## src/bave_pkg.sv

```systemverilog
// ----------------------------------------------------------------------------
// Barometric altitude estimator package
// Shared types, constants and the altitude lookup table built at elaboration.
// ----------------------------------------------------------------------------
package bave_pkg;

    localparam int ALT_TABLE_SIZE = 256;
    localparam int MAX_BATCH      = 1024;

    localparam int PRESS_W  = 17;
    localparam int ALT_W    = 24;
    localparam int SPEED_W  = 32;
    localparam int MS_W     = 32;
    localparam int TIME_W   = 64;
    localparam int PERIOD_W = 32;
    localparam int DIV_W    = 64;
    localparam int IDX_W    = (MAX_BATCH > 1) ? $clog2(MAX_BATCH) : 1;
    localparam int TAB_AW   = $clog2(ALT_TABLE_SIZE) + 1;
    localparam int POS_W    = PRESS_W + TAB_AW;

    localparam logic [PRESS_W-1:0]  SEA_LEVEL_PA     = 17'd101325;
    localparam logic [PERIOD_W-1:0] DEFAULT_PERIOD   = 32'd1000;
    localparam logic [19:0]         US_PER_S         = 20'd1000000;
    localparam logic                OP_SAMPLE        = 1'b0;
    localparam logic                OP_LIFTOFF       = 1'b1;

    // Reciprocal of 125 scaled by 2^68 and rounded up: for any 64-bit time t,
    // ((t >> 3) * MS_RECIP) >> 68 equals t / 1000 exactly.
    localparam logic [63:0]         MS_RECIP         = 64'd2361183241434822607;

    // Denominator of the Q30 pressure ratio at each table node.
    localparam logic [63:0]         TAB_RATIO_DEN    = 64'(ALT_TABLE_SIZE) * 64'd101325;

    typedef logic signed [ALT_W-1:0] alt_tab_t [0:ALT_TABLE_SIZE];

    typedef struct packed {
        logic                operation;
        logic [PRESS_W-1:0]  baro_pa;
        logic [TIME_W-1:0]   batch_start_us;
        logic [PERIOD_W-1:0] sample_period_us;
        logic                last_in_batch;
        logic [MS_W-1:0]     liftoff_time_ms;
    } sample_t;

    typedef struct packed {
        logic signed [ALT_W-1:0]   altitude_cm;
        logic                      altitude_ok;
        logic signed [SPEED_W-1:0] vertical_speed_cms;
        logic                      speed_ok;
        logic [MS_W-1:0]           update_time_ms;
    } result_t;

    // Builds the altitude node table in Q30 fixed point: log2 by repeated
    // squaring, scale by the exponent, then 2^e from square-root constants.
    function automatic alt_tab_t build_alt_table();
        alt_tab_t    tab;
        logic [63:0] ec [0:30];
        logic [63:0] v;
        logic [63:0] r;
        logic [63:0] b;
        logic [63:0] m;
        logic [63:0] y;
        logic [63:0] eb;
        logic [63:0] fp;
        logic [63:0] kk;
        longint      n;
        longint      lg;
        longint      e;
        longint      ip;
        ec[0] = 64'd1 << 31;
        for (int i = 1; i <= 30; i++) begin
            v = ec[i-1] << 30;
            r = 64'd0;
            b = 64'd1 << 62;
            for (int j = 0; j < 32; j++) begin
                if (v >= r + b) begin
                    v = v - (r + b);
                    r = (r >> 1) + b;
                end
                else begin
                    r = r >> 1;
                end
                b = b >> 2;
            end
            ec[i] = r;
        end
        for (int k = 0; k <= ALT_TABLE_SIZE; k++) begin
            if (k == 0) begin
                tab[k] = 24'sd4433000;
            end
            else begin
                kk = 64'(k);
                m  = ((kk * 64'd131072) << 30) / TAB_RATIO_DEN;
                n  = 0;
                for (int j = 0; j < 64; j++) begin
                    if (m < (64'd1 << 30)) begin
                        m = m << 1;
                        n = n - 1;
                    end
                end
                for (int j = 0; j < 64; j++) begin
                    if (m >= (64'd1 << 31)) begin
                        m = m >> 1;
                        n = n + 1;
                    end
                end
                lg = n * (longint'(1) << 30);
                for (int i = 1; i <= 30; i++) begin
                    m = (m * m) >> 30;
                    if (m >= (64'd1 << 31)) begin
                        m  = m >> 1;
                        lg = lg + (longint'(1) << (30 - i));
                    end
                end
                e  = lg * 1903 / 10000;
                eb = 64'(e + 64 * (longint'(1) << 30));
                ip = longint'(eb >> 30) - 64;
                fp = eb & ((64'd1 << 30) - 64'd1);
                y  = 64'd1 << 30;
                for (int i = 1; i <= 30; i++) begin
                    if (fp[30-i]) begin
                        y = (y * ec[i]) >> 30;
                    end
                end
                if (ip < 0) begin
                    y = (ip <= -63) ? 64'd0 : (y >> (-ip));
                end
                else if (ip > 0) begin
                    y = (ip >= 2) ? (y << 2) : (y << 1);
                end
                tab[k] = ALT_W'(64'd4433000 - ((64'd4433000 * y + (64'd1 << 29)) >> 30));
            end
        end
        return tab;
    endfunction

    localparam alt_tab_t ALT_TABLE = build_alt_table();

endpackage

```

## src/bave_div.sv

```systemverilog
// ----------------------------------------------------------------------------
// Unsigned divider
// Restoring radix-2 divider, one quotient bit per cycle.
// ----------------------------------------------------------------------------
module bave_div
(
    input  logic                       clk,
    input  logic                       rst_n,
    input  logic                       start,
    input  logic [bave_pkg::DIV_W-1:0] dividend,
    input  logic [bave_pkg::DIV_W-1:0] divisor,
    output logic                       done,
    output logic [bave_pkg::DIV_W-1:0] quotient
);
    import bave_pkg::*;

    localparam int CNT_W = $clog2(DIV_W);

    logic             busy_reg;
    logic             done_reg;
    logic [CNT_W-1:0] cnt_reg;
    logic [DIV_W-1:0] rem_reg;
    logic [DIV_W-1:0] quo_reg;
    logic [DIV_W-1:0] dsr_reg;
    logic [DIV_W:0]   trial;
    logic             ge;
    logic [DIV_W-1:0] rem_next;

    // One trial subtraction per cycle.
    always_comb
    begin
        trial    = {rem_reg, quo_reg[DIV_W-1]};
        ge       = (trial >= {1'b0, dsr_reg});
        rem_next = ge ? DIV_W'(trial - {1'b0, dsr_reg}) : trial[DIV_W-1:0];
    end

    // Iteration control.
    always_ff @(posedge clk or negedge rst_n)
    begin
        if (!rst_n) begin
            busy_reg <= 1'b0;
            done_reg <= 1'b0;
            cnt_reg  <= '0;
        end
        else begin
            done_reg <= 1'b0;
            if (start) begin
                busy_reg <= 1'b1;
                cnt_reg  <= '0;
            end
            else if (busy_reg) begin
                cnt_reg <= cnt_reg + 1'b1;
                if (cnt_reg == CNT_W'(DIV_W - 1)) begin
                    busy_reg <= 1'b0;
                    done_reg <= 1'b1;
                end
            end
        end
    end

    // Datapath registers.
    always_ff @(posedge clk)
    begin
        if (start) begin
            rem_reg <= '0;
            quo_reg <= dividend;
            dsr_reg <= divisor;
        end
        else if (busy_reg) begin
            rem_reg <= rem_next;
            quo_reg <= {quo_reg[DIV_W-2:0], ge};
        end
    end

    assign done     = done_reg;
    assign quotient = quo_reg;

endmodule

```

## config.mk

```make
export PLATFORM = sky130hd
export DESIGN_NAME = bave_div
export DESIGN_NICKNAME = d
export VERILOG_FILES = /design/src/bave_pkg.sv /design/src/bave_div.sv
export SDC_FILE = /design/constraint.sdc
export NUM_CORES = 1
export LEC_CHECK = 0
export ABC_AREA = 0
export BUFFER_PORTS_ARGS = -buffer_cell sky130_fd_sc_hd__buf_2
export CORE_MARGIN = 5
export CORE_UTILIZATION = 54
export CTS_BUF_LIST = sky130_fd_sc_hd__clkbuf_4 sky130_fd_sc_hd__clkbuf_8
export CTS_CLUSTER_DIAMETER = 50
export DETAILED_ROUTE_END_ITERATION = 10
export HOLD_SLACK_MARGIN = 0.08
export PLACE_DENSITY = 0.78
export SLEW_MARGIN = 30
export SYNTH_ARGS = -nofsm -noshare
export SYNTH_HDL_FRONTEND = slang
export SYNTH_SLANG_ARGS = --single-unit
```

## constraint.sdc

```tcl
create_clock -name clk -period 3.7 [get_ports clk]
set_input_delay 0.74 -clock clk [delete_from_list [all_inputs] [get_ports clk]]
set_output_delay 0.74 -clock clk [all_outputs]
set_load 0.01 [all_outputs]
```

## Word level (Yosys, flattened, before mapping)

Index checks and enable logic that the tools add are counted.

- Equality and inequality tests: 1
- Order comparisons: 1
- Multiplexer cells: 11
- Add/sub/neg operators: 2
- Reduce and logical (&&, ||, !) cells: 1

Operator list:

| operator | number |
|---|---|
| $mux 64 | 3 |
| $ge 65x64->1 | 1 |
| $sub 64x64->64 | 1 |
| $mux 6 | 2 |
| $add 6x1->6 const B | 1 |
| $eq 6x6->1 const B | 1 |
| $mux 1 | 6 |
| $reduce_bool 2->1 | 1 |

- Input port bits: 131
- Bits in registers: 200

## Logic depth before layout (Yosys ltp)

Gate-level depths: netlist of run 1.

- Word-level depth: 4
- Gate-level depth with buffers: 15

## Worst setup path after synthesis of run 1

No wires, ideal clock.

- Path type: register to register
- Start: register dsr_reg[20]
- End: register quo_reg[0] (netlist: quotient[0]) (data pin)
- Path slack: 0.246 ns
- Cell stages (with the launch flop): 15
- Arrival: 3.194 ns
- Buffers on the path: 2
- Cell sequence: edfxtp_1 inv_1 ha_1 clkbuf_1 a21oi_1 o21ai_0 a221oi_1 o21ai_0 a211o_1 o211ai_2 a2111oi_4 o31ai_4 buf_2 nand2_1 mux2_2

- Longest elaborated chain between the ends: 3

RTL lines:

| item | line | source |
|---|---|---|
| from (decl) | bave_div.sv:24 | `logic [DIV_W-1:0] dsr_reg;` |
| from (signal assigned) | bave_div.sv:67 | `dsr_reg <= divisor;` |
| $ge 65x64->1 | bave_div.sv:33 | `ge = (trial >= {1'b0, dsr_reg});` |
| $mux 64 | bave_div.sv:69 | `else if (busy_reg) begin` |
| $mux 64 | bave_div.sv:64 | `if (start) begin` |
| to (signal assigned) | bave_div.sv:66 | `quo_reg <= dividend;` |
| to (signal assigned) | bave_div.sv:71 | `quo_reg <= {quo_reg[DIV_W-2:0], ge};` |
| to (decl) | bave_div.sv:23 | `logic [DIV_W-1:0] quo_reg;` |

Every way passes these cells. The select of a mux whose other input is x is not followed.
A chain may end at the register's enable or synchronous reset.

## Worst setup path in the final report of run 1

- Start: register dsr_reg[16]
- End: register rem_reg[63]

- Longest elaborated chain between the ends: 2
- Elaborated cells between the ends (all ways): 3
- Classes of those cells: add/sub: 1; order compare: 1; mux: 1

RTL lines:

| item | line | source |
|---|---|---|
| $sub 64x64->64 / $ge 65x64->1 (equally long branches) | bave_div.sv:34, bave_div.sv:33 |  |
| $mux 64 (*) | bave_div.sv:34 | `rem_next = ge ? DIV_W'(trial - {1'b0, dsr_reg}) : trial[DIV_W-1:0];` |
| to (signal assigned) | bave_div.sv:70 | `rem_reg <= rem_next;` |
| to (decl) | bave_div.sv:22 | `logic [DIV_W-1:0] rem_reg;` |

Every way passes the cells marked *; elsewhere a longest branch is shown, timed or not.

==> results of run 1 <==
[stage by stage]
step | TNS (ns) | worst slack [ns] | area, µm² | cells | hold WS, ns
after CTS | 0 | 0.008120 | 14310 | 1781 | 0.3738
final | 0 | 0.03225 | 14520 | 1787 | 0.4028
after floorplan | 0 | 0.2460 | 12450 | 1302 | 0.4444
after global routing | -0.6408 | -0.05427 | 14520 | 1787 | 0.3720
after global placement | 0 | 0.1500 | 13860 | 1748 | 0.4877
after detailed placement | -0.01133 | -0.01133 | 13860 | 1748 | 0.4991
[per-layer routing]
layer / part of all wire [%] / vias to the layer above
li1: - / 5209
met4: 2.0 / 2
met5: 0.021 / -
met3: 8.3 / 61
met2: 49 / 512
met1: 41 / 5211
[layout make-up]
type / instances / area [µm²]
clock inverters: 14 / 191.4
multi-input cells: 922 / 6523
well taps: 285 / 356.6
repair buffers: 257 / 1533
clock buffers: 18 / 241.5
fillers: 1820 / 8125
flip-flops and latches: 200 / 5329
inverters: 91 / 341.6
[kinds of logic (layout without fill, tap and decap cells)]
logic type	after synthesis	in the layout	share of synthesized area, %
AOI/OAI and AO/OA	380	380	20.97
xor gates and xnor gates	60	60	4.221
adders and majority gates	66	66	6.693
buffers and inverters	180	380	6.070
DFF	200	200	42.77
muxes	66	66	5.959
and+or+nand+nor	350	350	13.32
[cell usage in the layout (no fill, tap or decap), types with 9 or more instances in the layout]
master / Yosys / layout
nand3_1: 73 / 73
edfxtp_1: 128 / 128
o211ai_1: 10 / 10
nand2b_1: 10 / 10
a31oi_1: 11 / 10
o21ai_0: 53 / 50
xor2_1: 21 / 21
a211oi_1: 17 / 15
buf_2: 11 / 195
clkbuf_8: 0 / 17
ha_1: 65 / 58
o21bai_1: 12 / 12
buf_4: 0 / 50
nor2_1: 121 / 121
nor4_1: 9 / 9
and3_1: 11 / 11
inv_1: 91 / 91
nand2_1: 55 / 53
dfxtp_1: 64 / 64
a311oi_1: 51 / 47
a21o_1: 32 / 32
nand4_1: 30 / 30
nor3_1: 13 / 13
a21oi_1: 84 / 78
o21ai_1: 49 / 52
mux2_2: 65 / 65
xnor2_1: 39 / 39
[what timing repair did]
item / in CTS / in global routing
hold buffers: 1 / 0
cloned: 0 / 1
setup buffers: 0 / 5
setup endpoints to repair: 5 / 65
pin swaps: 1 / 15
endpoints found under the hold margin: 8 / 0
gates resized for setup: 2 / 37
[worst max-delay path: cells and delay by family, from the launching register on]
family,cells,cell delay [ns]
AO/OA/AOI/OAI,8,2.46
adder cells (fa/ha/maj),1,0.29
buffers and inverters,2,0.26
flip-flops,1,0.39
AND/OR/NAND/NOR,2,0.18
[worst max path at each step]
stage	startpoint	endpoint	slack [ns]	depth (start not counted)
after floorplan	dsr_reg[20]$_DFFE_PP_	quotient[0]$_DFFE_PP_	0.25	14
after global placement	dsr_reg[3]$_DFFE_PP_	rem_reg[30]$_SDFFE_PP0P_	0.15	13
after detailed placement	dsr_reg[20]$_DFFE_PP_	rem_reg[10]$_SDFFE_PP0P_	-0.01	14
after CTS	rem_reg[19]$_SDFFE_PP0P_	rem_reg[10]$_SDFFE_PP0P_	0.008	13
after global routing	dsr_reg[16]$_DFFE_PP_	rem_reg[51]$_SDFFE_PP0P_	-0.05	13
final	dsr_reg[16]$_DFFE_PP_	rem_reg[63]$_SDFFE_PP0P_	0.03	13
[power by group through the flow]
stage | clock, W | sequential (W) | combinational, W
floorplan | 0 | 0.00315 | 0.00351
global placement | 0 | 0.00319 | 0.00474
detailed placement | 0 | 0.00320 | 0.00486
CTS | 0.00154 | 0.00316 | 0.00490
global route | 0.00163 | 0.00323 | 0.00558
finish | 0.00150 | 0.00318 | 0.00510
==> impl_metrics.toml, run 1 <==
[global_route]
antenna_found_initial = 1
busiest_layer = "met2"
grt_use_total_pct = 25.17
use_met1_pct = 31.41
grt_max_degree = 123
overflow = 0
met2_usage_pct = 43.34
grt_use_met3_pct = 6.318
grt_pass1_vias = 10780
grt_pass1_wl_mm = 54.05

[floorplanning]
dieArea_um2 = 26190
fp.dieW_um = 161.8
die_y_um = 161.8
ioPinCount = 196
core_area_um2 = 22640
row_count = 55
start_util_pct = 54.99

[yosys]
yosys.area.top_type = "edfxtp_1"
syn_inst = 1302
synthTopCellsByArea = "edfxtp_1 (31%), dfxtp_1 (10%), ha_1 (6.5%)"
synth_warnings = 0
synthTopCellsByCount = "edfxtp_1 (128), nor2_1 (121), inv_1 (91)"
synth.top_cell.area_share_pct = 30.87
synthFlopType = "edfxtp_1"
yosysMostFrequentCell = "edfxtp_1"
synth.avg_cell_area_um2 = 9.563
synth_edf_count = 128
syn-num-nets = 1499
netlist_area_um2 = 12450
yosysUniqueCellTypes = 72
seq_area_frac_synth_pct = 42.77
async_reset_ff_share_pct = 4.000
ys_ff_latch = 200

[critical_path]
crit_fanout = 6
startpoint_type = "flop"
worstSetupPathType = "reg2reg"
reg2reg_setup_slack_ns = 0.03
cpMostUsedCell = "a2111oi_4"
worstRegToRegCells = 13
cpMaxStageDelayCell = "a2111oi_4"
worstPathRequired_ns = 4.11
crit_chain = "inv_1 > ha_4 > nand2_2 > o21a_4 > a2111oi_4 > nand2_2 > a2111oi_4 > o211ai_2 > a2111oi_4 > o31ai_4 > buf_6 > a211o_1 > a311oi_1"
reg2reg_to = "rem_reg[63]$_SDFFE_PP0P_"
cp-end-kind = "flop"
crit_arrival_ns = 4.08
slowest_delay_ns = 0.56
timing.rr.start = "dsr_reg[16]$_DFFE_PP_"

[power_and_ir_drop]
leakagePower_nw = 6.230
p_total_w = 0.009777
comb_power_share_pct = 52.1
peakVddDrop_uv = 456.8
internal_power_w = 0.005519
powerDensity_nw_per_um2 = 673.6
p_sw_w = 0.004258
clkPwrFrac_pct = 15.4
seq_power_share_pct = 32.5
netSwitchingFraction_pct = 43.55

[timing]
hold_viol = 0
max_slew_margin_pct = 39.10
fin_crit_ns = 3.668
fin_crit_sh_pct = 99.13
report.final.slew_viol_count = 0
final-setup-viol-count = 0
rsz0062_at_grt = "yes"
tightest_slew_ns = 0.9136
skew_ns = 0.02772
max_freq_ghz = 0.2726

[cells_and_area]
final_layout_size_suffix_gt1_share_pct = 26.63
nets = 1686
fin_util_pct = 64.11
antenna_cells = 0
area_growth_pct = 16.58

[cts]
cts-root-buf = "clkbuf_8"
cts.path.max_buffers = 2
cts_made_buffers = 17
cts.clk_slew.worst_paths_ns = 0.13
cts.htree.levels = 4
cts_tree = "built"
clkLatencyLatePin_ns = 0.51
clkSinkCount = 200

[flow_run]
maxCapViolations = 0

[routing]
via_count = 11000
first_iter_violations = 931
drcViolationCount = 0
dr.pass1.iters = 6
wl_mm = 33.90
ant_nets = 0
vias_per_cell = 6.153
routedWlPerCell_um = 18.97

[min_path]
whs_path_depth = 1
hp-class = "in2reg"
hold_end = "dsr_reg[62]$_DFFE_PP_"
hp-start = "divisor[62]"

[place]
gp_congestion = 0.9550
port_buffers = 195
hpwlAfterDp_mm = 24.89

[outcome]
status = "completed"
No activity file was read; power rests on OpenSTA's default activity.
==> run 2, diff against run 1 <==
--- a/config.mk
+++ b/config.mk
@@ -8,12 +8,13 @@
 export ABC_AREA = 0
 export BUFFER_PORTS_ARGS = -buffer_cell sky130_fd_sc_hd__buf_2
 export CORE_MARGIN = 5
-export CORE_UTILIZATION = 54
+export CORE_UTILIZATION = 40
 export CTS_BUF_LIST = sky130_fd_sc_hd__clkbuf_4 sky130_fd_sc_hd__clkbuf_8
 export CTS_CLUSTER_DIAMETER = 50
+export CTS_CLUSTER_SIZE = 25
 export DETAILED_ROUTE_END_ITERATION = 10
 export HOLD_SLACK_MARGIN = 0.08
-export PLACE_DENSITY = 0.78
+export PLACE_DENSITY = 0.6
 export SLEW_MARGIN = 30
 export SYNTH_ARGS = -nofsm -noshare
 export SYNTH_HDL_FRONTEND = slang
==> impl_metrics.toml, run 2 (synthesis gave the netlist of run 1 again) <==
[power_and_ir_drop]
leakagePower_nw = 6.300
powerDensity_nw_per_um2 = 664.3
p_total_w = 0.009833
peakVddDrop_uv = 529.0

[flow_run]
maxCapViolations = 0

[min_path]
hp-class = "in2reg"
hp-start = "divisor[9]"
hold_end = "dsr_reg[9]$_DFFE_PP_"
whs_path_depth = 1

[cells_and_area]
final_layout_size_suffix_gt1_share_pct = 27.19
layoutNonFillerInstCount = 1911
antenna_cells = 0
fin_util_pct = 48.26
final_common_cell = "buf_2"
nets = 1699
area_growth_pct = 18.88
most-common-layout-cells = "buf_2 (194), edfxtp_1 (128), nor2_1 (121)"

[place]
gp_congestion = 0.9074
hpwlAfterDp_mm = 25.33
port_buffers = 195
dp_cells = 1866

[global_route]
grt_pass1_wl_mm = 55.95
overflow = 0
grt_pass1_vias = 10570
grt_max_degree = 73
antenna_found_initial = 0
grt_use_total_pct = 19.29

[timing]
tightest_slew_ns = 0.7555
hold_viol = 0
max_freq_ghz = 0.2826
report.final.slew_viol_count = 0
tns_ns = 0
skew_ns = 0.02289
fin_crit_sh_pct = 95.63
max_slew_margin_pct = 49.58
whs_ns = 0.3884
fin_crit_ns = 3.538
final-setup-viol-count = 0

[critical_path]
worstPathRequired_ns = 4.13
cp-end-kind = "flop"
startpoint_type = "flop"
reg2reg_setup_slack_ns = 0.16
crit_fanout = 7
worstRegToRegCells = 12
timing.rr.start = "dsr_reg[10]$_DFFE_PP_"
worstSetupPathType = "reg2reg"
crit_arrival_ns = 3.97
reg2reg_to = "rem_reg[63]$_SDFFE_PP0P_"

[outcome]
status = "completed"

[cts]
cts.path.max_buffers = 2
clkLatencyLatePin_ns = 0.52
cts_tree = "built"
clkSinkCount = 200
cts.htree.levels = 4
cts.clk_slew.worst_paths_ns = 0.12
cts_made_buffers = 17
cts-root-buf = "clkbuf_8"

[routing]
via_count = 10560
dr.pass1.iters = 5
ant_nets = 0
drcViolationCount = 0
routedWlPerCell_um = 18.00
wl_mm = 34.39
vias_per_cell = 5.524
first_iter_violations = 597

[floorplanning]
core_area_um2 = 30670
die_y_um = 186.4
start_util_pct = 40.60
fp.dieW_um = 186.4
ioPinCount = 196
dieArea_um2 = 34750
row_count = 64
run 2: cell types whose count changed in the layout (fill, tap and decap cells not counted), sizes merged:
cell / before / now
inv: 98 / 99
buf: 256 / 268
run 2: final cells by class:
| cell class | instances | area [µm²] |
|---|---|---|
| Multi-Input combinational cell | 922 | 6556 |
| Timing Repair Buffer | 270 | 1675 |
| Fill cell | 2986 | 15870 |
| Clock inverter | 15 | 170.2 |
| Tap cell | 396 | 495.5 |
| Sequential cell | 200 | 5329 |
| Clock buffer | 17 | 234.0 |
| Inverter | 91 | 341.6 |
run 2: per-layer routing:
layer	GRT usage [%]	vias to the layer above	wire length (µm)
met5	0	-	0
met4	4.320	0	417
met3	6.278	28	2556
met2	30.14	308	15520
met1	26.23	4973	15890
li1	-	5247	-
run 2: report_power, final:
part	leakage, nW	switching (W)	total [W]	internal (W)
Sequential	1.93	0.000344	0.00318	0.00284
Clock	0.199	0.000940	0.00146	0.000515
Combinational	4.17	0.00296	0.00520	0.00224
Total	6.30	0.00424	0.00983	0.00559
run 2: worst max-delay path, stage by stage, from the launching register on:
cell and delay, ns:
edfxtp_1 0.34, inv_1 0.05, ha_1 0.40, and2_1 0.19
o2111ai_1 0.12, o211a_1 0.32, a2111oi_4 0.43, o211ai_2 0.17
a2111oi_4 0.53, o31ai_4 0.16, clkbuf_16 0.20, a211o_1 0.28
a311oi_1 0.25
run 2: repair_timing:
action                                  in CTS  in global routing
pin swaps                                    1                 14
setup buffers                                0                 11
hold buffers                                 1                  0
gates resized for setup                      3                 37
hold endpoints to repair                     8                  0
endpoints found under the setup margin      26                 62
cloned                                       0                  1
run 2: worst max-delay path by stage:
| stage | slack (ns) | cells past startpoint | end | start |
|---|---|---|---|---|
| after floorplan | 0.25 | 14 | quotient[0]$_DFFE_PP_ | dsr_reg[20]$_DFFE_PP_ |
| after global placement | 0.07 | 13 | rem_reg[59]$_SDFFE_PP0P_ | dsr_reg[24]$_DFFE_PP_ |
| after detailed placement | -0.03 | 14 | rem_reg[38]$_SDFFE_PP0P_ | dsr_reg[20]$_DFFE_PP_ |
| after CTS | 0.01 | 13 | rem_reg[59]$_SDFFE_PP0P_ | dsr_reg[21]$_DFFE_PP_ |
| after global routing | -0.009 | 14 | rem_reg[43]$_SDFFE_PP0P_ | dsr_reg[20]$_DFFE_PP_ |
| final | 0.16 | 12 | rem_reg[63]$_SDFFE_PP0P_ | dsr_reg[10]$_DFFE_PP_ |
run 2: through the flow:
step / area, µm² / setup WS, ns
after floorplan: 12450 / 0.2460
after global placement: 14080 / 0.06549
after detailed placement: 14080 / -0.02677
after CTS: 14510 / 0.01304
after global routing: 14800 / -0.009394
final: 14800 / 0.1617
